## config.mk

```make
export PLATFORM = sky130hd
export DESIGN_NAME = sse_event_data_extractor
export DESIGN_NICKNAME = d
export VERILOG_FILES = /design/src/rtl/sseext_pkg.sv /design/src/rtl/sseext_front.sv /design/src/rtl/sseext_queue.sv /design/src/rtl/sseext_back.sv /design/src/rtl/sse_event_data_extractor.sv
export SDC_FILE = /design/constraint.sdc
export NUM_CORES = 1
export LEC_CHECK = 0
export BUFFER_PORTS_ARGS = -buffer_cell sky130_fd_sc_hd__buf_2
export CORE_ASPECT_RATIO = 0.75
export CORE_MARGIN = 10
export CORE_UTILIZATION = 35
export DETAILED_ROUTE_END_ITERATION = 8
export PLACE_DENSITY = 0.57
export SKIP_LAST_GASP = 1
export SYNTH_ARGS = -nofsm -noshare
export SYNTH_HDL_FRONTEND = slang
export SYNTH_HIERARCHICAL = 1
export SYNTH_SLANG_ARGS = --single-unit
```

## constraint.sdc

```tcl
create_clock -name clk -period 5.71 [get_ports clk]
set_input_delay 0.571 -clock clk [delete_from_list [all_inputs] [get_ports clk]]
set_output_delay 0.571 -clock clk [all_outputs]
set_load 0.05 [all_outputs]
```

## src/rtl/sseext_pkg.sv

```systemverilog
`default_nettype none
package sseext_pkg;

  localparam logic [7:0] ChLf    = 8'h0A;
  localparam logic [7:0] ChCr    = 8'h0D;
  localparam logic [7:0] ChSpace = 8'h20;
  localparam logic [7:0] ChColon = 8'h3A;
  localparam logic [7:0] ChD     = 8'h64;
  localparam logic [7:0] ChA     = 8'h61;
  localparam logic [7:0] ChT     = 8'h74;

  localparam int QDepth = 4;
  localparam int QIdxW  = $clog2(QDepth);
  localparam int QCntW  = $clog2(QDepth + 1);

  // One result beat.
  typedef struct packed {
    logic [7:0] byte_val;
    logic       has_byte;
    logic       event_end;
  } res_t;

  // Up to two result beats caused by one accepted byte, packed from entry 0.
  typedef struct packed {
    logic [1:0] cnt;
    res_t       ent0;
    res_t       ent1;
  } push_t;

  // Queue status seen by the input handshake and the back.
  typedef struct packed {
    logic [QCntW-1:0] count;
    logic             room2;
    logic             not_empty;
  } qstat_t;

endpackage
`default_nettype wire

```

## src/rtl/sseext_front.sv

```systemverilog
`default_nettype none
module sseext_front
  import sseext_pkg::*;
(
  input  wire logic       clk,
  input  wire logic       rst,
  input  wire logic       accept,
  input  wire logic [7:0] data_byte,
  output push_t           push
);

  typedef enum logic [7:0] {
    PH_START   = 8'b0000_0001,
    PH_D1      = 8'b0000_0010,
    PH_D2      = 8'b0000_0100,
    PH_D3      = 8'b0000_1000,
    PH_D4      = 8'b0001_0000,
    PH_COLON   = 8'b0010_0000,
    PH_PAYLOAD = 8'b0100_0000,
    PH_IGNORE  = 8'b1000_0000
  } phase_t;

  typedef struct packed {
    phase_t phase;
    logic   has_data;
    logic   emit;
    res_t   res;
  } lb_t;

  phase_t line_phase, line_phase_next;
  logic   cr_held, cr_held_next;
  logic   event_has_data, event_has_data_next;

  // One content byte of the current line.
  function automatic lb_t line_byte(phase_t ph, logic hd, logic [7:0] b);
    lb_t r;
    r.phase    = PH_IGNORE;
    r.has_data = hd;
    r.emit     = 1'b0;
    r.res      = '{byte_val: b, has_byte: 1'b1, event_end: 1'b0};
    case (ph)
      PH_START: r.phase = (b == ChD) ? PH_D1 : PH_IGNORE;
      PH_D1:    r.phase = (b == ChA) ? PH_D2 : PH_IGNORE;
      PH_D2:    r.phase = (b == ChT) ? PH_D3 : PH_IGNORE;
      PH_D3:    r.phase = (b == ChA) ? PH_D4 : PH_IGNORE;
      PH_D4: begin
        if (b == ChColon) begin
          // A later data line in the same event is preceded by an LF.
          r.emit         = hd;
          r.res.byte_val = ChLf;
          r.has_data     = 1'b1;
          r.phase        = PH_COLON;
        end
      end
      PH_COLON: begin
        r.phase = PH_PAYLOAD;
        r.emit  = (b != ChSpace);
      end
      PH_PAYLOAD: begin
        r.phase = PH_PAYLOAD;
        r.emit  = 1'b1;
      end
      default: r.phase = PH_IGNORE;
    endcase
    return r;
  endfunction

  lb_t first, second;

  always_comb begin
    first  = line_byte(line_phase, event_has_data, ChCr);
    if (!cr_held) begin
      first.phase    = line_phase;
      first.has_data = event_has_data;
      first.emit     = 1'b0;
    end
    second = line_byte(first.phase, first.has_data, data_byte);

    line_phase_next     = line_phase;
    event_has_data_next = event_has_data;
    cr_held_next        = cr_held;
    push.cnt            = 2'd0;
    push.ent0           = first.res;
    push.ent1           = second.res;

    if (data_byte == ChLf) begin
      // A held CR before LF is dropped; an empty line closes the event.
      cr_held_next    = 1'b0;
      line_phase_next = PH_START;
      push.ent0       = '{byte_val: 8'd0, has_byte: 1'b0, event_end: 1'b1};
      if (line_phase == PH_START) begin
        push.cnt            = {1'b0, event_has_data};
        event_has_data_next = 1'b0;
      end
    end else if (data_byte == ChCr) begin
      cr_held_next        = 1'b1;
      line_phase_next     = first.phase;
      event_has_data_next = first.has_data;
      push.cnt            = {1'b0, first.emit};
    end else begin
      cr_held_next        = 1'b0;
      line_phase_next     = second.phase;
      event_has_data_next = second.has_data;
      push.cnt            = 2'(first.emit) + 2'(second.emit);
      if (!first.emit) begin
        push.ent0 = second.res;
      end
    end
    if (!accept) begin
      push.cnt = 2'd0;
    end
  end

  always_ff @(posedge clk) begin
    if (rst) begin
      line_phase     <= PH_START;
      cr_held        <= 1'b0;
      event_has_data <= 1'b0;
    end else if (accept) begin
      line_phase     <= line_phase_next;
      cr_held        <= cr_held_next;
      event_has_data <= event_has_data_next;
    end
  end

endmodule
`default_nettype wire

```

## src/rtl/sseext_queue.sv

```systemverilog
`default_nettype none
module sseext_queue
  import sseext_pkg::*;
(
  input  wire logic  clk,
  input  wire logic  rst,
  input  wire push_t push,
  input  wire logic  pop,
  output res_t       head,
  output qstat_t     stat
);

  res_t             mem [QDepth];
  logic [QIdxW-1:0] rd_ptr, wr_ptr;
  logic [QCntW-1:0] count, count_next;
  logic [QIdxW-1:0] wr_ptr1;

  assign wr_ptr1 = wr_ptr + QIdxW'(1);
  assign head    = mem[rd_ptr];

  assign stat.count     = count;
  assign stat.room2     = (count <= QCntW'(QDepth - 2));
  assign stat.not_empty = (count != '0);

  assign count_next = count + QCntW'(push.cnt) - QCntW'(pop);

  always_ff @(posedge clk) begin
    if (push.cnt != 2'd0) begin
      mem[wr_ptr] <= push.ent0;
    end
    if (push.cnt == 2'd2) begin
      mem[wr_ptr1] <= push.ent1;
    end
  end

  always_ff @(posedge clk) begin
    if (rst) begin
      rd_ptr <= '0;
      wr_ptr <= '0;
      count  <= '0;
    end else begin
      rd_ptr <= rd_ptr + QIdxW'(pop);
      wr_ptr <= wr_ptr + QIdxW'(push.cnt);
      count  <= count_next;
    end
  end

endmodule
`default_nettype wire

```

## src/rtl/sseext_back.sv

```systemverilog
`default_nettype none
module sseext_back
  import sseext_pkg::*;
(
  input  wire logic        clk,
  input  wire logic        rst,
  input  wire res_t        head,
  input  wire qstat_t      stat,
  output logic             pop,
  output logic             result_valid,
  input  wire logic        result_stall,
  output logic [7:0]       out_byte,
  output logic             has_byte,
  output logic             event_end
);

  res_t hold;

  // The output register reloads whenever the queue holds a beat and the register is empty or its beat leaves.
  assign pop = stat.not_empty && (!result_valid || !result_stall);

  assign out_byte  = hold.byte_val;
  assign has_byte  = hold.has_byte;
  assign event_end = hold.event_end;

  always_ff @(posedge clk) begin
    if (rst) begin
      result_valid <= 1'b0;
    end else if (!result_valid || !result_stall) begin
      result_valid <= stat.not_empty;
    end
  end

  always_ff @(posedge clk) begin
    if (pop) begin
      hold <= head;
    end
  end

endmodule
`default_nettype wire

```

## src/rtl/sse_event_data_extractor.sv

```systemverilog
// Channel  Direction  Handshake                   Payload
// item     in         item_valid / item_stall     data_byte
// result   out        result_valid / result_stall out_byte, has_byte, event_end
//
// One byte is taken per cycle while item_stall is low; each yields zero, one or two result
// beats. A byte is held off only while the four-entry result queue has fewer than two
// free entries, so sustained rate is one byte per cycle when results drain.
// A byte's first result beat passes through the queue and then the output register.
// Reset (rst, synchronous) returns the line parser to start of line and empties the queue.
`default_nettype none
module sse_event_data_extractor
  import sseext_pkg::*;
(
  input  wire logic       clk,
  input  wire logic       rst,
  input  wire logic       item_valid,
  output logic            item_stall,
  input  wire logic [7:0] data_byte,
  output logic            result_valid,
  input  wire logic       result_stall,
  output logic [7:0]      out_byte,
  output logic            has_byte,
  output logic            event_end
);

  push_t  push;
  qstat_t stat;
  res_t   head;
  logic   pop;
  logic   accept;

  assign item_stall = !stat.room2;
  assign accept     = item_valid && !item_stall;

  sseext_front u_front (
    .clk       (clk),
    .rst       (rst),
    .accept    (accept),
    .data_byte (data_byte),
    .push      (push)
  );

  sseext_queue u_queue (
    .clk  (clk),
    .rst  (rst),
    .push (push),
    .pop  (pop),
    .head (head),
    .stat (stat)
  );

  sseext_back u_back (
    .clk          (clk),
    .rst          (rst),
    .head         (head),
    .stat         (stat),
    .pop          (pop),
    .result_valid (result_valid),
    .result_stall (result_stall),
    .out_byte     (out_byte),
    .has_byte     (has_byte),
    .event_end    (event_end)
  );

`ifndef NO_ASSERTIONS
  a_qcount_max: assert property (@(posedge clk) disable iff (rst)
    stat.count <= QCntW'(QDepth))
    else $error("result queue over capacity");

  a_end_no_byte: assert property (@(posedge clk) disable iff (rst)
    result_valid |-> !(has_byte && event_end) && (has_byte || out_byte == 8'd0))
    else $error("malformed result beat");

  a_push_needs_room: assert property (@(posedge clk) disable iff (rst)
    (push.cnt != 2'd0) |-> stat.room2)
    else $error("push into full queue");

  a_pop_when_data: assert property (@(posedge clk) disable iff (rst)
    pop |-> stat.not_empty)
    else $error("pop from empty queue");
`endif

endmodule
`default_nettype wire
```

# [Word level (Yosys, flattened, before mapping)]
# Memories as Yosys holds them, arrays and structs flattened. A register that Yosys moved wholly into a read port is not among the register bits.
# Index checks and enable logic that the tools add are counted.
# W data, S select, Z words.
[word_totals] reg_bits=18 ram_bits=40 n_memories=1
[classes] addsub=6 magnitude_cmp=1 n_eq_ne=19 n_mux=29 n_reduce_logical=11
[mem_list] name="u_queue.mem" depth=4 width=10 rd=1 rd_clocked_by_memory_dff=1 write_ports=2 line_no="sseext_queue.sv:13" source="res_t mem [QDepth];"
[ops] op="$mux W8" count=8
[ops] op="$pmux W8 S6" count=1
[ops] op="$eq A8 B7 Y1 const B" count=5
[ops] op="$mux W10" count=3
[ops] op="$eq A8 B4 Y1 const B" count=3
[ops] op="$eq A8 B6 Y1 const B" count=3
[ops] op="$mux W18" count=1
[ops] op="$eq A8 B1 Y1 const B" count=2
[ops] op="$mux W1" count=12
[ops] op="$mux W12" count=1
[ops] op="$eq A8 B2 Y1 const B" count=1
[ops] op="$eq A8 B3 Y1 const B" count=1
[ops] op="$eq A8 B5 Y1 const B" count=1
[ops] op="$ne A8 B6 Y1 const B" count=1
[ops] op="$mux W2" count=2
[ops] op="$reduce_or A2 Y1" count=2
[ops] op="$add A3 B2 Y3" count=1
[ops] op="$le A3 B2 Y1 const B" count=1
[ops] op="$logic_not A1 Y1" count=3
[ops] op="$pmux W1 S3" count=1
[ops] op="$reduce_bool A3 Y1" count=1
[ops] op="$sub A3 B1 Y3" count=1
[ops] op="$add A1 B1 Y2" count=1
[ops] op="$add A2 B1 Y2" count=1
[ops] op="other kinds (8)" count=9

# [Depth between registers and ports, before layout]
# Gate-level depths: netlist of the first run.
[logic_depth] word_depth=13 mapped_depth=15 ltp_nobuf=13

# [Modules after synthesis]
# Netlist of the first run, hierarchy kept.
[by_module_without_submodules] module="sseext_queue" instances=1 cells_each=140 area_each_um2=2474.9 seq_area_each_um2=1341.3
[by_module_without_submodules] module="sseext_front" instances=1 cells_each=134 area_each_um2=963.4 seq_area_each_um2=200.2
[by_module_without_submodules] module="sseext_back" instances=1 cells_each=14 area_each_um2=336.6 seq_area_each_um2=320.3
[by_module_without_submodules] module="sse_event_data_extractor" instances=1 cells_each=2 area_each_um2=10.0 seq_area_each_um2=0.0

# [Least setup slack after synthesis of the first run]
# OpenSTA, ideal clock, no wires.
[synth_timing] path_kind="input to register" start="input data_byte[3]" end="memory u_queue/mem[0][0] in the netlist's numbering, enable pin" arrival_time_ns=3.271 t_required_ns=5.316 path_slack_ns=2.045 cell_stages=10 path_cell_list="nor2b_1 > nand4_1 > nor2_1 > nand2_1 > o21ai_0 > ha_1 > a21oi_1 > o31ai_1 > nor2_1 > o31ai_1"
[synth_lines] element="start: declaration" line_no="sse_event_data_extractor.sv:18" source="input wire logic [7:0] data_byte,"
[synth_lines] element="end: declaration" line_no="sseext_queue.sv:13"

==> metrics.md, run 1 <==
| Metric | Value |
|---|---|
| DRT iter0 DRCs | `between 90 and 100` |
| R2R depth | `10` |
| Syn nets | `309` |
| Reg clk slew, reported paths | `around 0.050 ns` |
| Synth top area share | `0.397` |
| Dpl hpwl | `5560 microns` |
| Gate Count Post-Synth | `290` |
| RSZ-0062 raised after global routing | `false` |
| PwrDens | `around 370 nW/um^2` |
| Async SR Flop Fraction | `0` |
| I/O Buffers | `23` |
| Peak supply drop | `0.000135 V` |
| Worst hold path class | `primary input to flip-flop` |
| DR vias/cell | `~5.2` |
| Max Slew Vio Count | `0` |
| Crit-path slowest cell | `nand4b_1` |
| Nets@finish | `around 330` |
| Setup violations, final | `0` |
| Total CTS buffers | `9` |
| Row cnt | `32` |
| Internal cell power | `between 1 and 1.5 mW` |
| GRT Overall Usage | `0.105` |
| # hold bufs at CTS | `0` |
| Most frequent cells in the layout | `edfxtp_1 (50), nor2_1 (26), buf_2 (23), dfxtp_1 (18), mux2_4 (18)` |
| Primary FF master, synth | `edfxtp_1` |
| Worst endpoint required time | `approximately 5.7 ns` |
| Via count | `between 2000 and 2500` |
| Largest net degree at the start of global routing | `19` |
| Crit Path Max Fanout | `11` |
| Post-route minimum period | `between 3 and 4 ns` |
| Crit-path max cell delay | `~0.8 ns` |
| Worst-skew pair later-pin latency | `between 0.3 and 0.4 ns` |
| Core region area | `10400 sq um` |
| CTS max path bufs | `2` |
| Top cells by area, synth | `edfxtp_1 (40%), dfxtp_1 (9.5%), mux2_4 (7.1%)` |
| Clk pwr share | `0.314` |
| Gp weighted congestion | `between 0.8 and 0.9` |
| Die span in y | `between 100 and 150 microns` |
| Status | `finished clean` |
| Worst path depth | `10` |
| Initial antenna violation count | `0` |
| Register area share after synthesis | `0.492` |
| Final Cycle Share | `0.642` |
| Max-cap check violation count | `0` |
| Drc violations | `0` |
| H-tree levels | `3` |
| CP arrival | `about 3.7 ns` |
| Post-CTS Setup Inserts | `0` |
| Synth cell types | `64` |
| Drt first pass iters | `4` |
| Root Buffer | `clkbuf_16` |
| CTS Sinks | `68` |
| Synth Cell Area | `3780 sq um` |
| Pleak | `approximately 1.5 nW` |
| DR WL/cell | `approximately 18 microns` |
| Share of layout cells above drive strength 1 | `0.292` |
| Switching share of power | `0.334` |
| WP buf/inv | `3` |
| Vias in the first global route | `~2300` |
| Flops & latches, synth | `68` |
| Crit. End Element | `flip-flop` |
| Worst slew margin | `0.190` |
| TNS Setup | `0 ns` |
| Worst-Margin Slew | `1.21 ns` |
| Total Wirelength | `slightly below 8000 microns` |
| Crit path cell chain | `nor2b_1 > o2111ai_2 > inv_1 > ha_1 > a21oi_1 > o31ai_1 > buf_4 > nand4b_1 > o31ai_1 > buf_4` |
| First-pass GRT wire length | `12600 microns` |
| Area growth, synth to finish | `11.6%` |
| CTS tree | `done` |
| Avg Inst Size Synth | `13.1 sq um` |
| Setup Skew | `approximately 0.0056 ns` |
| Switching power | `524 uW` |
| Fmax | `~270 MHz` |
| Final Util | `0.406` |
| Final Hold Viols | `0` |
| Initial Utilization | `0.364` |
| Comb pwr share | `0.274` |
| Congestion Overflow GR | `0` |
| Hold path depth | `3` |
| Startpoint types | `flip-flop` |
| Post_cts resized | `0` |
| Cell family with most CP delay | `simple AND/OR/NAND/NOR gates` |
| WS Path Type | `flip-flop to flip-flop` |
| I/O pins | `24` |
| Die Wd | `~140 microns` |
| Yosys top cell by area | `edfxtp_1` |
| N_diodes | `0` |
| Number of synthesized flops with an enable pin | `50` |
| Routed Antenna Nets | `0` |
| Register share of total power | `0.412` |
| Commonest non-fill, non-tap cell in the layout | `edfxtp_1` |
| Die ar. | `roughly 15000 sq um` |
| Warnings from Yosys | `6` |
==> cells by family (layout without fill, tap and decap cells) <==
group,count (synthesis),count (layout),synth area share
xor gates and xnor gates,5,5,0.0188
adders and majority gates,7,7,0.0251
muxes,52,52,0.202
DFF,68,68,0.492
other,2,2,0.00198
buffers and inverters,36,58,0.0532
AOI/OAI and AO/OA,32,32,0.0582
and+or+nand+nor,88,88,0.149
==> registers in the layout, summed over array words and instances (netlist names) <==
register and count:
u_front/event_has_data 1, u_back/out_byte 8, u_back/event_end 1, u_front/cr_held 1, u_front/line_phase 8, u_queue/rd_ptr 2, u_back/has_byte 1, u_back/result_valid 1
u_queue/count 3, u_queue/wr_ptr 2, u_queue/mem 40
==> worst min-delay path, delay by kind of cell <==
family	cells	cell delay, ns
buffers and inverters	1	0.09
and+or+nand+nor	1	0.07
AOI/OAI and AO/OA	1	0.06
==> worst paths after layout <==
check	start	end	slack, ns
worst max-delay path	u_front/line_phase[5]	u_queue/mem[0][1]	2.04
worst min-delay path	result_stall	u_back/result_valid	0.49
worst max register to register	u_front/line_phase[5]	u_queue/mem[0][1]	2.04
worst min register to register	u_front/event_has_data	u_front/event_has_data	0.51
==> cell type report <==
cell class,count,area (sq um)
Fill cell,1005,6180
Sequential cell,68,1860
Multi-Input combinational cell,186,1720
Clock buffer,11,233
Tap cell,136,170
Timing Repair Buffer,29,160
Inverter,13,48.8
Clock inverter,5,30.0
==> per-layer routing <==
layer / routed length [microns] / share of wire / track usage
met5: 0 / 0 / 0
met4: 148 / 0.019 / 0.0537
met3: 364 / 0.046 / 0.0329
met2: 3440 / 0.43 / 0.153
met1: 3960 / 0.50 / 0.139
==> power by group through the flow <==
stage / Combinational, mW / Clock (mW) / Sequential [mW]
after floorplan: 0.227 / 0 / 0.767
after global placement: 0.432 / 0 / 0.657
after detailed placement: 0.439 / 0 / 0.660
after CTS: 0.441 / 0.509 / 0.650
after global routing: 0.466 / 0.531 / 0.657
final: 0.430 / 0.494 / 0.646
==> synthesized netlist by cell type (7+ instances only) <==
| cell type | n |
|---|---|
| edfxtp_1 | 50 |
| nor2_1 | 26 |
| dfxtp_1 | 18 |
| mux2_4 | 18 |
| mux2_1 | 15 |
| inv_1 | 12 |
| a21oi_1 | 11 |
| mux4_2 | 10 |
| nor2b_1 | 10 |
| nand4_1 | 8 |
| mux2_2 | 7 |
==> metrics by stage <==
step	cells	setup WS (ns)	power (mW)	area, sq um	hold slack [ns]
floorplan	290	2.05	0.993	3780	0.456
global placement	432	1.90	1.09	3960	0.479
detailed placement	432	1.81	1.10	3960	0.498
CTS	448	2.03	1.60	4230	0.472
global route	448	1.68	1.65	4230	0.483
finish	448	2.04	1.57	4230	0.488
Note: power is estimated with default switching activity, not from simulation.
==> run 2: changes to the inputs <==
ABC_AREA = 1   (was unset)
clock period = 3.8 ns   (was 5.71 ns; I/O delays follow)
==> metrics.md, run 2 <==
| Metric | Value |
|---|---|
| Startpoint types | `flip-flop` |
| Placed cell count | `635 (+47%)` |
| Pleak | `1.97 nW (+29%)` |
| GRT Overall Usage | `0.115 (+0.00940)` |
| Die ar. | `15800 sq um (+2.8%)` |
| Final Cycle Share | `0.843 (+0.201)` |
| Total Wirelength | `8950 microns (+13%)` |
| Count leader, synth | `nand2_1` |
| Peak supply drop | `0.000212 V (+57%)` |
| Row cnt | `33 (+3.1%)` |
| Synth Cell Area | `3910 sq um (+3.3%)` |
| Worst-skew pair later-pin latency | `0.34 ns (about the same)` |
| Register area share after synthesis | `0.476 (-0.0159)` |
| Largest Register | `u_queue/mem` |
| Die span in y | `112 microns (+1.4%)` |
| Area growth, synth to finish | `13.2%` |
| Yosys top cell by area | `edfxtp_1` |
| Avg Inst Size Synth | `7.97 sq um (-39%)` |
| Crit Path Max Fanout | `7 (-4)` |
| Hold Path Sink | `u_back/result_valid` |
| Gp weighted congestion | `0.879 (+4.3%)` |
| Warnings from Yosys | `6 (unchanged)` |
| Worst-Margin Slew | `1.25 ns (+0.0382 ns)` |
| Synth cell types | `38 (-41%)` |
| Nets@finish | `525 (+61%)` |
| TNS Setup | `0 ns (unchanged)` |
| Die Wd | `142 microns (+1.4%)` |
| Initial Utilization | `0.357 (-0.00612)` |
| Setup Skew | `0.00594 ns (+0.000311 ns)` |
| Max-cap check violation count | `0 (unchanged)` |
| Hold_ws | `0.311 ns (-0.178 ns)` |
| I/O Buffers | `23 (unchanged)` |
| Crit. End Element | `flip-flop` |
| Gate Count Post-Synth | `491 (+69%)` |
| WS Path Type | `flip-flop to flip-flop` |
| RR Endpoint | `u_queue/count[2]` |
| FF+latch area | `1860 sq um (unchanged)` |
| Top cells by area, synth | `edfxtp_1 (38%), nand2_1 (11%), dfxtp_1 (9.2%)` |
| Congestion Overflow GR | `0 (unchanged)` |
| Hold path depth | `3 (unchanged)` |
| Fmax | `312 MHz (+14%)` |
| Post_cts resized | `0 (unchanged)` |
| Initial antenna violation count | `0 (unchanged)` |
| Wl on met1 | `4150 microns (+4.7%)` |
| RSZ-0062 raised after global routing | `false` |
| Flop2flop setup slack | `0.60 ns (-1.45 ns)` |
| Crit-path max cell delay | `0.43 ns (-0.37 ns)` |
| Max Slew Vio Count | `0 (unchanged)` |
| Vias in the first global route | `2997 (+31%)` |
| Primary FF master, synth | `edfxtp_1` |
| I/O pins | `24 (unchanged)` |
| Hold Path Origin | `result_stall` |
| Number of synthesized flops with an enable pin | `50 (unchanged)` |
| Worst slew margin | `0.165 (-0.0250)` |
| Core region area | `10900 sq um (+5.1%)` |
| Post-CTS Setup Inserts | `0 (unchanged)` |
| Non-filler instance count after layout | `651 (+45%)` |
| Synth top area share | `0.384 (-0.0128)` |
| Fillers | `1066 (+6.1%)` |
| DR vias/cell | `4.88 (-5.9%)` |
| Syn nets | `510 (+65%)` |
| Worst path most repeated cell | `nand2_1` |
| CTS tree | `done` |
| Root Buffer | `clkbuf_16` |
| # hold bufs at CTS | `0 (unchanged)` |
| Largest net degree at the start of global routing | `42 (+23)` |
| Commonest non-fill, non-tap cell in the layout | `nand2_1` |
| Final Util | `0.405 (-0.00109)` |
| Most frequent cells in the layout | `nand2_1 (116), inv_1 (70), edfxtp_1 (50), o21ai_0 (47), nor2_1 (35)` |
| Crit-path slowest cell | `fa_1` |
| Total CTS buffers | `9 (unchanged)` |
| Multi-input gate area | `1620 sq um (-5.9%)` |
| H-tree levels | `3 (unchanged)` |
| Dpl hpwl | `6490 microns (+17%)` |
| Reg clk slew, reported paths | `0.06 ns (about the same)` |
| Final Hold Viols | `0 (unchanged)` |
| Worst hold path class | `primary input to flip-flop` |
| CTS max path bufs | `2 (unchanged)` |
| Commonest cells in the synthesized netlist | `nand2_1 (116), inv_1 (70), edfxtp_1 (50)` |
| Met3 routed WL | `650 microns (+79%)` |
| DR top layer | `met4` |
| Max FFs per register | `40 (unchanged)` |
| Share of layout cells above drive strength 1 | `0.149 (-0.143)` |
| Async SR Flop Fraction | `0 (unchanged)` |
| R2R depth | `18 (+8)` |
| CTS Sinks | `68 (unchanged)` |
| Post-route minimum period | `3.20 ns (-0.464 ns)` |
| PwrDens | `613 nW/um^2 (+65%)` |
| Routed Antenna Nets | `0 (unchanged)` |
| Origin of the critical flop-to-flop path | `u_front/line_phase[0]` |
| Setup violations, final | `0 (unchanged)` |
| CP arrival | `3.43 ns (-0.27 ns)` |
| N_diodes | `0 (unchanged)` |
| Crit path cell chain | `nor2_4 > nand2_4 > nor3_4 > nand2_2 > o21ai_1 > nand3_1 > nand2_1 > ha_1 > nand2_1 > nor2_1 > inv_2 > ha_1 > inv_1 > fa_1 > inv_1 > nand2_1 > a21oi_1 > nor2_1` |
| First-pass GRT wire length | `14800 microns (+17%)` |
| Status | `finished clean` |
| DR WL/cell | `13.7 microns (-22%)` |
| Met2 wire len | `4060 microns (+18%)` |
| Drt first pass iters | `5 (+1)` |
| Drc violations | `0 (unchanged)` |
| Via count | `3179 (+37%)` |
| Flops & latches, synth | `68 (unchanged)` |
| Worst endpoint required time | `4.03 ns (-1.71 ns)` |
| DRT iter0 DRCs | `224 (+130%)` |
run 2: cell count changes in the layout (fill, tap and decap cells not counted), sizes merged, moves of 10 or more:
cell | before | now
nand2 | 6 | 124
nor2b | 10 | 0
o211ai | 0 | 10
o21ai | 6 | 67
mux2 | 40 | 0
mux4 | 10 | 0
nor2 | 27 | 45
a21oi | 11 | 30
nand3 | 2 | 16
inv | 13 | 79
run 2: kinds of logic (layout without fill, tap and decap cells):
kind of cell,after synthesis,in the layout,share of synthesized area
fa+ha+maj,7,7,0.0243
buf+inv,102,122,0.110
flops,68,68,0.476
compound gates,111,111,0.155
xor+xnor,1,1,0.00224
other cells,2,2,0.00192
simple gates,200,200,0.231
run 2: final cells by class:
type	instances	share of cell area
tap	140	0.0395
inverter	78	0.0667
clock buffer	9	0.0508
sequential	68	0.420
timing repair buffer	28	0.0345
multi-input combinational	321	0.366
clock inverter	7	0.0223
run 2: worst max-delay path by stage:
| stage | startpoint | endpoint | slack [ns] | depth (start not counted) |
|---|---|---|---|---|
| floorplan | u_front/line_phase[4] | u_queue/count[2] | 0.96 | 17 |
| detailed placement | u_front/line_phase[0] | u_queue/count[2] | 0.65 | 18 |
| finish | u_front/line_phase[0] | u_queue/count[2] | 0.60 | 18 |
| CTS | u_front/line_phase[0] | u_queue/count[2] | 0.63 | 18 |
| global route | u_front/line_phase[0] | u_queue/count[2] | 0.34 | 18 |
| global placement | u_front/line_phase[0] | u_queue/count[2] | 0.72 | 18 |
run 2: through the flow:
step,instance area (sq um),setup slack [ns],total power [mW]
floorplan,3910,0.960,1.64
global placement,4110,0.720,1.82
detailed placement,4110,0.647,1.83
CTS,4430,0.625,2.75
global route,4430,0.336,2.87
finish,4430,0.597,2.72
run 2: power breakdown:
part	internal [mW]	leakage, nW	switching [mW]
logic	0.227	1.19	0.562
registers	0.918	0.620	0.105
clock network	0.578	0.156	0.326
total	1.72	1.97	0.993
run 2: routing by layer:
layer / track usage / vias to the layer above
li1: - / 1633
met3: 0.0391 / 7
met1: 0.144 / 1437
met2: 0.181 / 102
met5: 0 / -
met4: 0.0360 / 0
run 2: worst max-delay path: cells and delay by family (launching register included):
kind	cells	cell delay (ns)
buffers and inverters	3	0.23
AO/OA/AOI/OAI	2	0.29
AND/OR/NAND/NOR	10	1.37
adder cells (fa/ha/maj)	3	0.87
flip-flops	1	0.36
